--- src/rtl/bsa_pkg.sv ---
// Shared constants, types and codes of the bitmap slot allocator.
package bsa_pkg;

  localparam int WORD_BITS = 64;
  localparam int NUM_WORDS = 16;
  localparam int CAP       = WORD_BITS * NUM_WORDS;

  localparam int SLOT_W   = 32;
  localparam int CNT_W    = 11;
  localparam int CMD_W    = 2;
  localparam int STATUS_W = 3;
  localparam int CFG_IDX_W = 2;

  localparam int BASE_W = $clog2(CAP + 1);
  localparam int BIT_W  = $clog2(WORD_BITS);
  localparam int STEP_W = $clog2(BIT_W);
  localparam int WIDX_W = (NUM_WORDS > 1) ? $clog2(NUM_WORDS) : 1;
  localparam int EXT_W  = (BASE_W > CNT_W) ? BASE_W : CNT_W;

  localparam logic [WORD_BITS-1:0] WORD_ONES = '1;
  localparam logic [WORD_BITS-1:0] WORD_ONE  = WORD_BITS'(1);

  localparam logic [CMD_W-1:0] CMD_ALLOC = 2'd0;
  localparam logic [CMD_W-1:0] CMD_RUN   = 2'd1;
  localparam logic [CMD_W-1:0] CMD_AT    = 2'd2;
  localparam logic [CMD_W-1:0] CMD_FREE  = 2'd3;

  localparam logic [STATUS_W-1:0] ST_OK      = 3'd0;
  localparam logic [STATUS_W-1:0] ST_NOSPACE = 3'd1;
  localparam logic [STATUS_W-1:0] ST_RANGE   = 3'd2;
  localparam logic [STATUS_W-1:0] ST_TAKEN   = 3'd3;
  localparam logic [STATUS_W-1:0] ST_FREE    = 3'd4;

  localparam logic [CFG_IDX_W-1:0] CFG_FIRST_SLOT = 2'd0;
  localparam logic [CFG_IDX_W-1:0] CFG_SLOT_COUNT = 2'd1;

  typedef enum logic [3:0] {
    S_IDLE,
    S_SCAN_RD,
    S_SCAN_EV,
    S_FIND,
    S_SCAN_WR,
    S_RUN_RD,
    S_RUN_EV,
    S_RUN_BIT,
    S_CLR_RD,
    S_CLR_WR,
    S_PT_RD,
    S_PT_WR,
    S_DONE
  } state_t;

  typedef struct packed {
    logic                 rd_en;
    logic [WIDX_W-1:0]    rd_addr;
    logic                 wr_en;
    logic [WIDX_W-1:0]    wr_addr;
    logic [WORD_BITS-1:0] wr_data;
  } mem_req_t;

endpackage

--- src/rtl/bsa_map_mem.sv ---
// Free bitmap memory with per-word valid bits so unwritten words read as all free.
module bsa_map_mem (
  input  logic                          clk,
  input  logic                          rst_n,
  input  bsa_pkg::mem_req_t             req_i,
  output logic [bsa_pkg::WORD_BITS-1:0] rd_data_o
);
  import bsa_pkg::*;

  logic [WORD_BITS-1:0] mem_r [NUM_WORDS];
  logic [WORD_BITS-1:0] rd_data_r;
  logic [NUM_WORDS-1:0] valid_r;
  logic                 rd_valid_r;

  always_ff @(posedge clk) begin
    if (req_i.wr_en) begin
      mem_r[req_i.wr_addr] <= req_i.wr_data;
    end
    if (req_i.rd_en) begin
      rd_data_r <= mem_r[req_i.rd_addr];
    end
  end

  always_ff @(posedge clk) begin
    if (!rst_n) begin
      valid_r    <= '0;
      rd_valid_r <= 1'b0;
    end else begin
      if (req_i.wr_en) begin
        valid_r[req_i.wr_addr] <= 1'b1;
      end
      if (req_i.rd_en) begin
        rd_valid_r <= valid_r[req_i.rd_addr];
      end
    end
  end

  assign rd_data_o = rd_valid_r ? rd_data_r : WORD_ONES;

endmodule

--- src/rtl/bsa_word_unit.sv ---
// Shared word unit: masks a bitmap word to its usable slots and probes a stored word at or above a bit.
module bsa_word_unit (
  input  logic [bsa_pkg::WORD_BITS-1:0] raw_i,
  input  logic [bsa_pkg::BASE_W-1:0]    base_i,
  input  logic [bsa_pkg::BASE_W-1:0]    eff_i,
  input  logic [bsa_pkg::WORD_BITS-1:0] probe_word_i,
  input  logic [bsa_pkg::BIT_W-1:0]     probe_pos_i,
  output logic [bsa_pkg::WORD_BITS-1:0] live_o,
  output logic                          probe_hit_o
);
  import bsa_pkg::*;

  logic [BASE_W-1:0]    span;
  logic [WORD_BITS-1:0] usable;

  assign span = eff_i - base_i;

  always_comb begin
    if (base_i >= eff_i) begin
      usable = '0;
    end else if (span >= BASE_W'(WORD_BITS)) begin
      usable = WORD_ONES;
    end else begin
      usable = ~(WORD_ONES << span);
    end
  end

  assign live_o      = raw_i & usable;
  assign probe_hit_o = |(probe_word_i >> probe_pos_i);

endmodule

--- src/rtl/bitmap_slot_allocator.sv ---
// Top level of the bitmap slot allocator: command sequencer, configuration and result register.
//
// One command is worked on at a time; in_ready is high only while the sequencer is idle,
// and a finished result waits in the output register while the next command is taken.
// The sequencer visits the free bitmap one word per memory read. Allocating one slot reads
// and evaluates each word in turn from the remembered word until one has room, then finds
// the highest free bit one bit of the word position per cycle and writes the word back.
// A run allocation walks the slots one per cycle from slot zero, pausing to read and
// evaluate each new word, then reads and rewrites each word of the claimed run.
// Allocating or freeing a named slot reads its word and writes it back when the command
// succeeds. A command rejected on its fields skips all of these. Every command hands its
// result to the output register from the done state, waiting there while the previous
// result is still held, and the sequencer returns to idle before it takes the next command.
module bitmap_slot_allocator (
  input  logic                           clk,
  input  logic                           rst_n,
  input  logic                           in_valid,
  output logic                           in_ready,
  input  logic [bsa_pkg::CMD_W-1:0]      in_command,
  input  logic [bsa_pkg::SLOT_W-1:0]     in_slot_number,
  input  logic [bsa_pkg::CNT_W-1:0]      in_run_length,
  output logic                           out_valid,
  input  logic                           out_ready,
  output logic [bsa_pkg::STATUS_W-1:0]   out_status,
  output logic [bsa_pkg::SLOT_W-1:0]     out_result_slot,
  input  logic                           cfg_valid,
  output logic                           cfg_ready,
  input  logic [bsa_pkg::CFG_IDX_W-1:0]  cfg_index,
  input  logic [bsa_pkg::SLOT_W-1:0]     cfg_data
);
  import bsa_pkg::*;

  state_t state_r, state_nxt;

  logic [SLOT_W-1:0]    first_slot_r;
  logic [CNT_W-1:0]     slot_count_r;
  logic [WIDX_W-1:0]    next_word_r, next_word_nxt;
  logic [BASE_W-1:0]    next_base_r, next_base_nxt;

  logic [CMD_W-1:0]     cmd_r, cmd_nxt;
  logic [SLOT_W-1:0]    sn_r, sn_nxt;
  logic [CNT_W-1:0]     len_r, len_nxt;
  logic [WIDX_W-1:0]    word_r, word_nxt;
  logic [BASE_W-1:0]    base_r, base_nxt;
  logic [WIDX_W-1:0]    k_r, k_nxt;
  logic [BIT_W-1:0]     bit_r, bit_nxt;
  logic [BIT_W-1:0]     pos_r, pos_nxt;
  logic [STEP_W-1:0]    step_r, step_nxt;
  logic [CNT_W-1:0]     run_r, run_nxt;
  logic [BASE_W-1:0]    start_r, start_nxt;
  logic [WIDX_W-1:0]    start_word_r, start_word_nxt;
  logic [BASE_W-1:0]    start_base_r, start_base_nxt;
  logic [BASE_W-1:0]    end_r, end_nxt;
  logic [BIT_W-1:0]     rem_r, rem_nxt;
  logic [WORD_BITS-1:0] raw_r, raw_nxt;
  logic [WORD_BITS-1:0] word_data_r, word_data_nxt;
  logic [STATUS_W-1:0]  res_status_r, res_status_nxt;
  logic [SLOT_W-1:0]    res_slot_r, res_slot_nxt;

  logic                 out_valid_r, out_valid_nxt;
  logic [STATUS_W-1:0]  out_status_r, out_status_nxt;
  logic [SLOT_W-1:0]    out_slot_r, out_slot_nxt;

  mem_req_t             mem_req;
  logic [WORD_BITS-1:0] rd_data;
  logic [WORD_BITS-1:0] live;
  logic                 probe_hit;

  logic [EXT_W-1:0]     count_ext;
  logic [BASE_W-1:0]    eff;
  logic [SLOT_W-1:0]    idx32;
  logic                 in_accept;
  logic                 word_last;
  logic [WIDX_W-1:0]    word_inc;
  logic [BASE_W-1:0]    base_inc;
  logic [BIT_W-1:0]     cand;
  logic [BASE_W-1:0]    bit_idx;
  logic [BASE_W-1:0]    rel_start;
  logic [BASE_W-1:0]    rel_end;
  logic [BIT_W-1:0]     clr_lo;
  logic [BIT_W-1:0]     clr_hi;
  logic [WORD_BITS-1:0] clr_mask;
  logic [BIT_W-1:0]     rem_bit;

  assign count_ext = EXT_W'(slot_count_r);
  assign eff       = (count_ext < EXT_W'(CAP)) ? BASE_W'(slot_count_r) : BASE_W'(CAP);
  assign idx32     = in_slot_number - first_slot_r;
  assign in_ready  = (state_r == S_IDLE);
  assign in_accept = in_valid && in_ready;
  assign cfg_ready = 1'b1;

  assign word_last = (word_r == WIDX_W'(NUM_WORDS - 1));
  assign word_inc  = word_last ? '0 : word_r + WIDX_W'(1);
  assign base_inc  = word_last ? '0 : base_r + BASE_W'(WORD_BITS);
  assign cand      = pos_r | (BIT_W'(1) << step_r);
  assign bit_idx   = base_r + BASE_W'(bit_r);
  assign rel_start = start_r - base_r;
  assign rel_end   = end_r - base_r;
  assign clr_lo    = (start_r > base_r) ? rel_start[BIT_W-1:0] : '0;
  assign clr_hi    = (rel_end >= BASE_W'(WORD_BITS)) ? BIT_W'(WORD_BITS - 1)
                                                    : rel_end[BIT_W-1:0];
  assign clr_mask  = (WORD_ONES << clr_lo) & (WORD_ONES >> (BIT_W'(WORD_BITS - 1) - clr_hi));
  assign rem_bit   = rem_r;

  bsa_map_mem u_mem (
    .clk       (clk),
    .rst_n     (rst_n),
    .req_i     (mem_req),
    .rd_data_o (rd_data)
  );

  bsa_word_unit u_unit (
    .raw_i        (rd_data),
    .base_i       (base_r),
    .eff_i        (eff),
    .probe_word_i (word_data_r),
    .probe_pos_i  (cand),
    .live_o       (live),
    .probe_hit_o  (probe_hit)
  );

  always_ff @(posedge clk) begin
    if (!rst_n) begin
      state_r      <= S_IDLE;
      first_slot_r <= '0;
      slot_count_r <= CNT_W'(1024);
      next_word_r  <= '0;
      next_base_r  <= '0;
      out_valid_r  <= 1'b0;
    end else begin
      state_r     <= state_nxt;
      next_word_r <= next_word_nxt;
      next_base_r <= next_base_nxt;
      out_valid_r <= out_valid_nxt;
      if (cfg_valid && cfg_ready) begin
        case (cfg_index)
          CFG_FIRST_SLOT: first_slot_r <= cfg_data;
          CFG_SLOT_COUNT: slot_count_r <= cfg_data[CNT_W-1:0];
          default: ;
        endcase
      end
    end
  end

  always_ff @(posedge clk) begin
    cmd_r        <= cmd_nxt;
    sn_r         <= sn_nxt;
    len_r        <= len_nxt;
    word_r       <= word_nxt;
    base_r       <= base_nxt;
    k_r          <= k_nxt;
    bit_r        <= bit_nxt;
    pos_r        <= pos_nxt;
    step_r       <= step_nxt;
    run_r        <= run_nxt;
    start_r      <= start_nxt;
    start_word_r <= start_word_nxt;
    start_base_r <= start_base_nxt;
    end_r        <= end_nxt;
    rem_r        <= rem_nxt;
    raw_r        <= raw_nxt;
    word_data_r  <= word_data_nxt;
    res_status_r <= res_status_nxt;
    res_slot_r   <= res_slot_nxt;
    out_status_r <= out_status_nxt;
    out_slot_r   <= out_slot_nxt;
  end

  always_comb begin
    state_nxt      = state_r;
    next_word_nxt  = next_word_r;
    next_base_nxt  = next_base_r;
    cmd_nxt        = cmd_r;
    sn_nxt         = sn_r;
    len_nxt        = len_r;
    word_nxt       = word_r;
    base_nxt       = base_r;
    k_nxt          = k_r;
    bit_nxt        = bit_r;
    pos_nxt        = pos_r;
    step_nxt       = step_r;
    run_nxt        = run_r;
    start_nxt      = start_r;
    start_word_nxt = start_word_r;
    start_base_nxt = start_base_r;
    end_nxt        = end_r;
    rem_nxt        = rem_r;
    raw_nxt        = raw_r;
    word_data_nxt  = word_data_r;
    res_status_nxt = res_status_r;
    res_slot_nxt   = res_slot_r;
    out_valid_nxt  = out_valid_r && !out_ready;
    out_status_nxt = out_status_r;
    out_slot_nxt   = out_slot_r;
    mem_req        = '0;

    case (state_r)
      S_IDLE: begin
        if (in_accept) begin
          cmd_nxt  = in_command;
          sn_nxt   = in_slot_number;
          len_nxt  = in_run_length;
          res_slot_nxt = '0;
          case (in_command)
            CMD_ALLOC: begin
              word_nxt  = next_word_r;
              base_nxt  = next_base_r;
              k_nxt     = '0;
              state_nxt = S_SCAN_RD;
            end
            CMD_RUN: begin
              if (in_run_length == '0) begin
                res_status_nxt = ST_RANGE;
                state_nxt      = S_DONE;
              end else if (eff == '0) begin
                res_status_nxt = ST_NOSPACE;
                state_nxt      = S_DONE;
              end else begin
                word_nxt  = '0;
                base_nxt  = '0;
                run_nxt   = '0;
                state_nxt = S_RUN_RD;
              end
            end
            default: begin
              if (idx32 >= SLOT_W'(eff)) begin
                res_status_nxt = ST_RANGE;
                state_nxt      = S_DONE;
              end else begin
                rem_nxt   = idx32[BIT_W-1:0];
                word_nxt  = idx32[BIT_W +: WIDX_W];
                state_nxt = S_PT_RD;
              end
            end
          endcase
        end
      end

      S_SCAN_RD: begin
        mem_req.rd_en   = 1'b1;
        mem_req.rd_addr = word_r;
        state_nxt       = S_SCAN_EV;
      end

      S_SCAN_EV: begin
        if (live != '0) begin
          raw_nxt       = rd_data;
          word_data_nxt = live;
          pos_nxt       = '0;
          step_nxt      = STEP_W'(BIT_W - 1);
          state_nxt     = S_FIND;
        end else if (k_r == WIDX_W'(NUM_WORDS - 1)) begin
          res_status_nxt = ST_NOSPACE;
          state_nxt      = S_DONE;
        end else begin
          k_nxt     = k_r + WIDX_W'(1);
          word_nxt  = word_inc;
          base_nxt  = base_inc;
          state_nxt = S_SCAN_RD;
        end
      end

      S_FIND: begin
        if (probe_hit) begin
          pos_nxt = cand;
        end
        if (step_r == '0) begin
          state_nxt = S_SCAN_WR;
        end else begin
          step_nxt = step_r - STEP_W'(1);
        end
      end

      S_SCAN_WR: begin
        mem_req.wr_en   = 1'b1;
        mem_req.wr_addr = word_r;
        mem_req.wr_data = raw_r & ~(WORD_ONE << pos_r);
        next_word_nxt   = word_r;
        next_base_nxt   = base_r;
        res_status_nxt  = ST_OK;
        res_slot_nxt    = first_slot_r + SLOT_W'(base_r) + SLOT_W'(pos_r);
        state_nxt       = S_DONE;
      end

      S_RUN_RD: begin
        mem_req.rd_en   = 1'b1;
        mem_req.rd_addr = word_r;
        state_nxt       = S_RUN_EV;
      end

      S_RUN_EV: begin
        word_data_nxt = live;
        bit_nxt       = '0;
        state_nxt     = S_RUN_BIT;
      end

      S_RUN_BIT: begin
        if (word_data_r[bit_r] && (run_r + CNT_W'(1) == len_r)) begin
          end_nxt = bit_idx;
          if (run_r == '0) begin
            start_nxt = bit_idx;
            word_nxt  = word_r;
            base_nxt  = base_r;
          end else begin
            word_nxt  = start_word_r;
            base_nxt  = start_base_r;
          end
          state_nxt = S_CLR_RD;
        end else begin
          if (word_data_r[bit_r]) begin
            if (run_r == '0) begin
              start_nxt      = bit_idx;
              start_word_nxt = word_r;
              start_base_nxt = base_r;
            end
            run_nxt = run_r + CNT_W'(1);
          end else begin
            run_nxt = '0;
          end
          if (bit_idx == eff - BASE_W'(1)) begin
            res_status_nxt = ST_NOSPACE;
            state_nxt      = S_DONE;
          end else if (bit_r == BIT_W'(WORD_BITS - 1)) begin
            word_nxt  = word_inc;
            base_nxt  = base_inc;
            state_nxt = S_RUN_RD;
          end else begin
            bit_nxt = bit_r + BIT_W'(1);
          end
        end
      end

      S_CLR_RD: begin
        mem_req.rd_en   = 1'b1;
        mem_req.rd_addr = word_r;
        state_nxt       = S_CLR_WR;
      end

      S_CLR_WR: begin
        mem_req.wr_en   = 1'b1;
        mem_req.wr_addr = word_r;
        mem_req.wr_data = rd_data & ~clr_mask;
        if (rel_end < BASE_W'(WORD_BITS)) begin
          res_status_nxt = ST_OK;
          res_slot_nxt   = first_slot_r + SLOT_W'(start_r);
          state_nxt      = S_DONE;
        end else begin
          word_nxt  = word_inc;
          base_nxt  = base_inc;
          state_nxt = S_CLR_RD;
        end
      end

      S_PT_RD: begin
        mem_req.rd_en   = 1'b1;
        mem_req.rd_addr = word_r;
        state_nxt       = S_PT_WR;
      end

      S_PT_WR: begin
        state_nxt = S_DONE;
        if (cmd_r == CMD_AT) begin
          if (!rd_data[rem_bit]) begin
            res_status_nxt = ST_TAKEN;
          end else begin
            mem_req.wr_en   = 1'b1;
            mem_req.wr_addr = word_r;
            mem_req.wr_data = rd_data & ~(WORD_ONE << rem_bit);
            res_status_nxt  = ST_OK;
            res_slot_nxt    = sn_r;
          end
        end else begin
          if (rd_data[rem_bit]) begin
            res_status_nxt = ST_FREE;
          end else begin
            mem_req.wr_en   = 1'b1;
            mem_req.wr_addr = word_r;
            mem_req.wr_data = rd_data | (WORD_ONE << rem_bit);
            res_status_nxt  = ST_OK;
            res_slot_nxt    = sn_r;
          end
        end
      end

      S_DONE: begin
        if (!out_valid_r || out_ready) begin
          out_valid_nxt  = 1'b1;
          out_status_nxt = res_status_r;
          out_slot_nxt   = (res_status_r == ST_OK) ? res_slot_r : '0;
          state_nxt      = S_IDLE;
        end
      end

      default: begin
        state_nxt = S_IDLE;
      end
    endcase
  end

  assign out_valid       = out_valid_r;
  assign out_status      = out_status_r;
  assign out_result_slot = out_slot_r;

`ifndef SYNTHESIS
  a_busy_after_accept: assert property (@(posedge clk) disable iff (!rst_n)
    in_accept |=> !in_ready)
    else $error("allocator took a command without leaving idle");

  a_error_zero_slot: assert property (@(posedge clk) disable iff (!rst_n)
    (out_valid && (out_status != ST_OK)) |-> (out_result_slot == '0))
    else $error("failed command returned a nonzero slot");

  a_status_code: assert property (@(posedge clk) disable iff (!rst_n)
    out_valid |-> (out_status <= ST_FREE))
    else $error("result carries an undefined status code");

  a_write_when_busy: assert property (@(posedge clk) disable iff (!rst_n)
    mem_req.wr_en |-> ((state_r != S_IDLE) && (state_r != S_DONE)))
    else $error("bitmap written outside a command");

  a_result_handoff: assert property (@(posedge clk) disable iff (!rst_n)
    ((state_r == S_DONE) && (!out_valid || out_ready)) |=> (out_valid && in_ready))
    else $error("finished result not moved to the output register");
`endif

endmodule

--- config.mk ---
export PLATFORM = sky130hd
export DESIGN_NAME = bitmap_slot_allocator
export DESIGN_NICKNAME = d
export VERILOG_FILES = /design/src/rtl/bsa_pkg.sv /design/src/rtl/bsa_map_mem.sv /design/src/rtl/bsa_word_unit.sv /design/src/rtl/bitmap_slot_allocator.sv
export SDC_FILE = /design/constraint.sdc
export NUM_CORES = 2
export LEC_CHECK = 0
export BUFFER_PORTS_ARGS = -buffer_cell sky130_fd_sc_hd__buf_2
export CORE_MARGIN = 2
export CORE_UTILIZATION = 54
export DETAILED_ROUTE_END_ITERATION = 10
export PLACE_DENSITY = 0.7
export REMOVE_ABC_BUFFERS = 1
export SLEW_MARGIN = 20
export SYNTH_ARGS = -nofsm -noshare
export SYNTH_HDL_FRONTEND = slang
export SYNTH_HIERARCHICAL = 1
export SYNTH_SLANG_ARGS = --single-unit
--- constraint.sdc ---
create_clock -name clk -period 12.4 [get_ports clk]
set_input_delay 2.48 -clock clk [delete_from_list [all_inputs] [get_ports clk]]
set_output_delay 2.48 -clock clk [all_outputs]
set_load 0.02 [all_outputs]
==> results.json <==
{
  "outcome": "finished clean",
  "cp_data_required_time_ns": 12.82,
  "ys_seq_area_share_pct": 62.0,
  "rsz0062_at_grt": "false",
  "dpl.hpwl_mm": 131,
  "finalClockSkew_ns": 0.0404,
  "p_leak_uw": 0.0259,
  "numClockSinks": 1499,
  "drt-initial-drc-count": 5997,
  "gr-total-overflow": 0,
  "synth-seq-cells": 1499,
  "fmax_mhz": 132,
  "synth_flop_cell": "edfxtp_1",
  "cap_violations": 0,
  "path_max_fanout": 64,
  "die_x_um": 367,
  "slew-limit-headroom_pct": 20.7,
  "cp-end-kind": "flop",
  "num_rows": 133,
  "finalMaxSlewViolations": 0,
  "dieArea_um2": 135000,
  "viasPerCell": 6.75,
  "place_congestion": 1.06,
  "grt_pass1_vias": 45500,
  "cts-hold-fix-buffers": 0,
  "arrival_ns": 7.99,
  "cts-root-buf": "clkbuf_16",
  "antenna_found_initial": 3,
  "wire_per_inst_um": 30.2,
  "clkSlewWorstSetupHoldPaths_ns": 0.06,
  "synthDistinctLibCells": 107,
  "via_count": 46300,
  "hold_viol": 0,
  "start_util_pct": 54.3,
  "tns_ns": 0,
  "cts_buffers": 152,
  "core_um2": 131000,
  "die_h_um": 367,
  "ys_warn_count": 6,
  "min_period_over_period_pct": 61.0,
  "clock_path_buffers": 3,
  "port-buffer-count": 120,
  "wirelength_mm": 208,
  "fin_hold_ws_ns": 0.452,
  "layout.nets": 5209,
  "fill_cells": 9733,
  "firstDrtPassIters": 8,
  "cts_resized": 0,
  "io_pins": 122,
  "startpoint_type": "flop",
  "synthCells": 4891,
  "syn_to_final_growth_pct": 10.6,
  "synth_area_um2": 71300,
  "clk_latency_ns": 0.82,
  "power.density_nw_per_um2": 219,
  "cts_tree": "done",
  "ant_nets": 0,
  "tightest_slew_ns": 1.18,
  "fin_util_pct": 60.1,
  "critPathKind": "reg2reg",
  "hp-class": "reg2reg",
  "setup_viol": 0,
  "postCtsSetupBuffers": 0,
  "async_flop_share_pct": 0,
  "grt_pass1_wl_mm": 305,
  "irDropWorstVdd_mv": 0.180,
  "avgSynthCellArea_um2": 14.6,
  "h-tree-depth": 4,
  "drive_gt1_share_pct": 18.4,
  "drc": 0,
  "grt.total_usage_pct": 30.6,
  "synth-edff-count": 1419,
  "grt_max_degree": 147,
  "period_needed_ns": 7.57
}
==> where the power goes <==
group          switching (uW)  internal, uW
logic                    3610          2030
clock network            2010          2650
registers                 347          6600
==> registers in the layout, indices dropped and copies added (netlist names), 32 cells and up <==
register,flops
first_slot_r,32
out_result_slot,32
raw_r,64
res_slot_r,32
sn_r,32
u_mem/mem_r,1024
u_mem/rd_data_r,64
word_data_r,64
==> area by class of cell <==
cell class / count / area, um2 / area share [%]
diodes: 3 / 7.51 / 0.00952
clock buffers: 181 / 3930 / 4.99
clock inverters: 94 / 1130 / 1.43
inverters: 161 / 608 / 0.771
multi-input cells: 2958 / 25400 / 32.2
flip-flops and latches: 1499 / 44200 / 56.1
well taps: 1755 / 2200 / 2.78
repair buffers: 218 / 1380 / 1.75
==> worst paths after layout <==
path | slack [ns] | cells past startpoint | end | start
worst min-delay path | 0.45 | 2 | next_base_r[3]$_SDFFE_PN0P_ | next_base_r[3]$_SDFFE_PN0P_
worst min register to register | 0.45 | 2 | next_base_r[3]$_SDFFE_PN0P_ | next_base_r[3]$_SDFFE_PN0P_
worst max-delay path | 4.83 | 16 | u_mem/mem_r[12][5]$_DFFE_PP_ | u_mem/rd_valid_r$_SDFFE_PN0P_
worst max register to register | 4.83 | 16 | u_mem/mem_r[12][5]$_DFFE_PP_ | u_mem/rd_valid_r$_SDFFE_PN0P_
==> per-layer routing <==
layer / GRT usage (%) / wire [um]
met5: 0 / 13
met4: 11.8 / 8510
met3: 5.92 / 18500
met1: 41.7 / 81400
met2: 49.1 / 99100
==> Yosys cell counts, drive strengths merged (77+ instances only) <==
cell type | number | area, um2
a21oi | 211 | 1060
buf | 102 | 683
clkbuf | 171 | 642
dfxtp | 80 | 1600
edfxtp | 1419 | 42600
ha | 122 | 1530
inv | 158 | 596
mux4 | 375 | 8450
nand2 | 395 | 1490
nand2b | 95 | 594
nand3 | 141 | 706
nor2 | 298 | 1120
nor3 | 90 | 465
o211ai | 163 | 1240
o21ai | 123 | 634
xnor2 | 77 | 674
==> worst max-delay path: stages, from the launching register on <==
cell	delay [ns]
dfxtp_2	0.39
buf_4	0.64
nand2b_1	0.49
mux4_2	0.61
mux4_2	0.49
mux4_2	0.47
buf_4	0.36
inv_4	0.18
nand2_2	0.08
nand2_1	0.10
nand2_1	0.24
nand2_1	0.23
and2_1	0.20
nand3_1	0.32
nor3_2	0.99
buf_4	0.60
buf_4	0.65
==> logic make-up (layout without fill, tap and decap cells) <==
kind of cell | Yosys count | count (layout) | synth area share [%]
AOI/OAI and AO/OA | 918 | 918 | 9.20
xor gates and xnor gates | 126 | 126 | 1.64
adders and majority gates | 135 | 135 | 2.51
buffers and inverters | 434 | 654 | 2.71
DFF | 1499 | 1499 | 62.0
muxes | 445 | 445 | 12.8
other | 1 | 4 | 0.00526
and+or+nand+nor | 1333 | 1333 | 9.10
==> per-stage QoR <==
step	instance area [um2]	instances	setup WS [ns]	power, uW
5_1_grt	78900	6866	4.79	17800
3_3_place_gp	73700	6586	4.94	12500
6_report	78900	6869	4.83	17200
4_1_cts	78800	6861	5.10	17200
3_5_place_dp	73700	6586	4.88	12500
2_1_floorplan	70000	4618	-10.70	11300
==> cells in the final DEF (no fill, tap or decap), types with 92 or more instances in the layout <==
cell type	n
a21oi_1	211
buf_2	121
buf_4	92
clkbuf_16	152
edfxtp_1	1419
ha_1	122
inv_1	153
mux4_2	375
nand2_1	394
nand2b_1	94
nand3_1	141
nor2_1	282
o211ai_1	160
o21ai_0	118
Power figures use the tool's default switching activity.
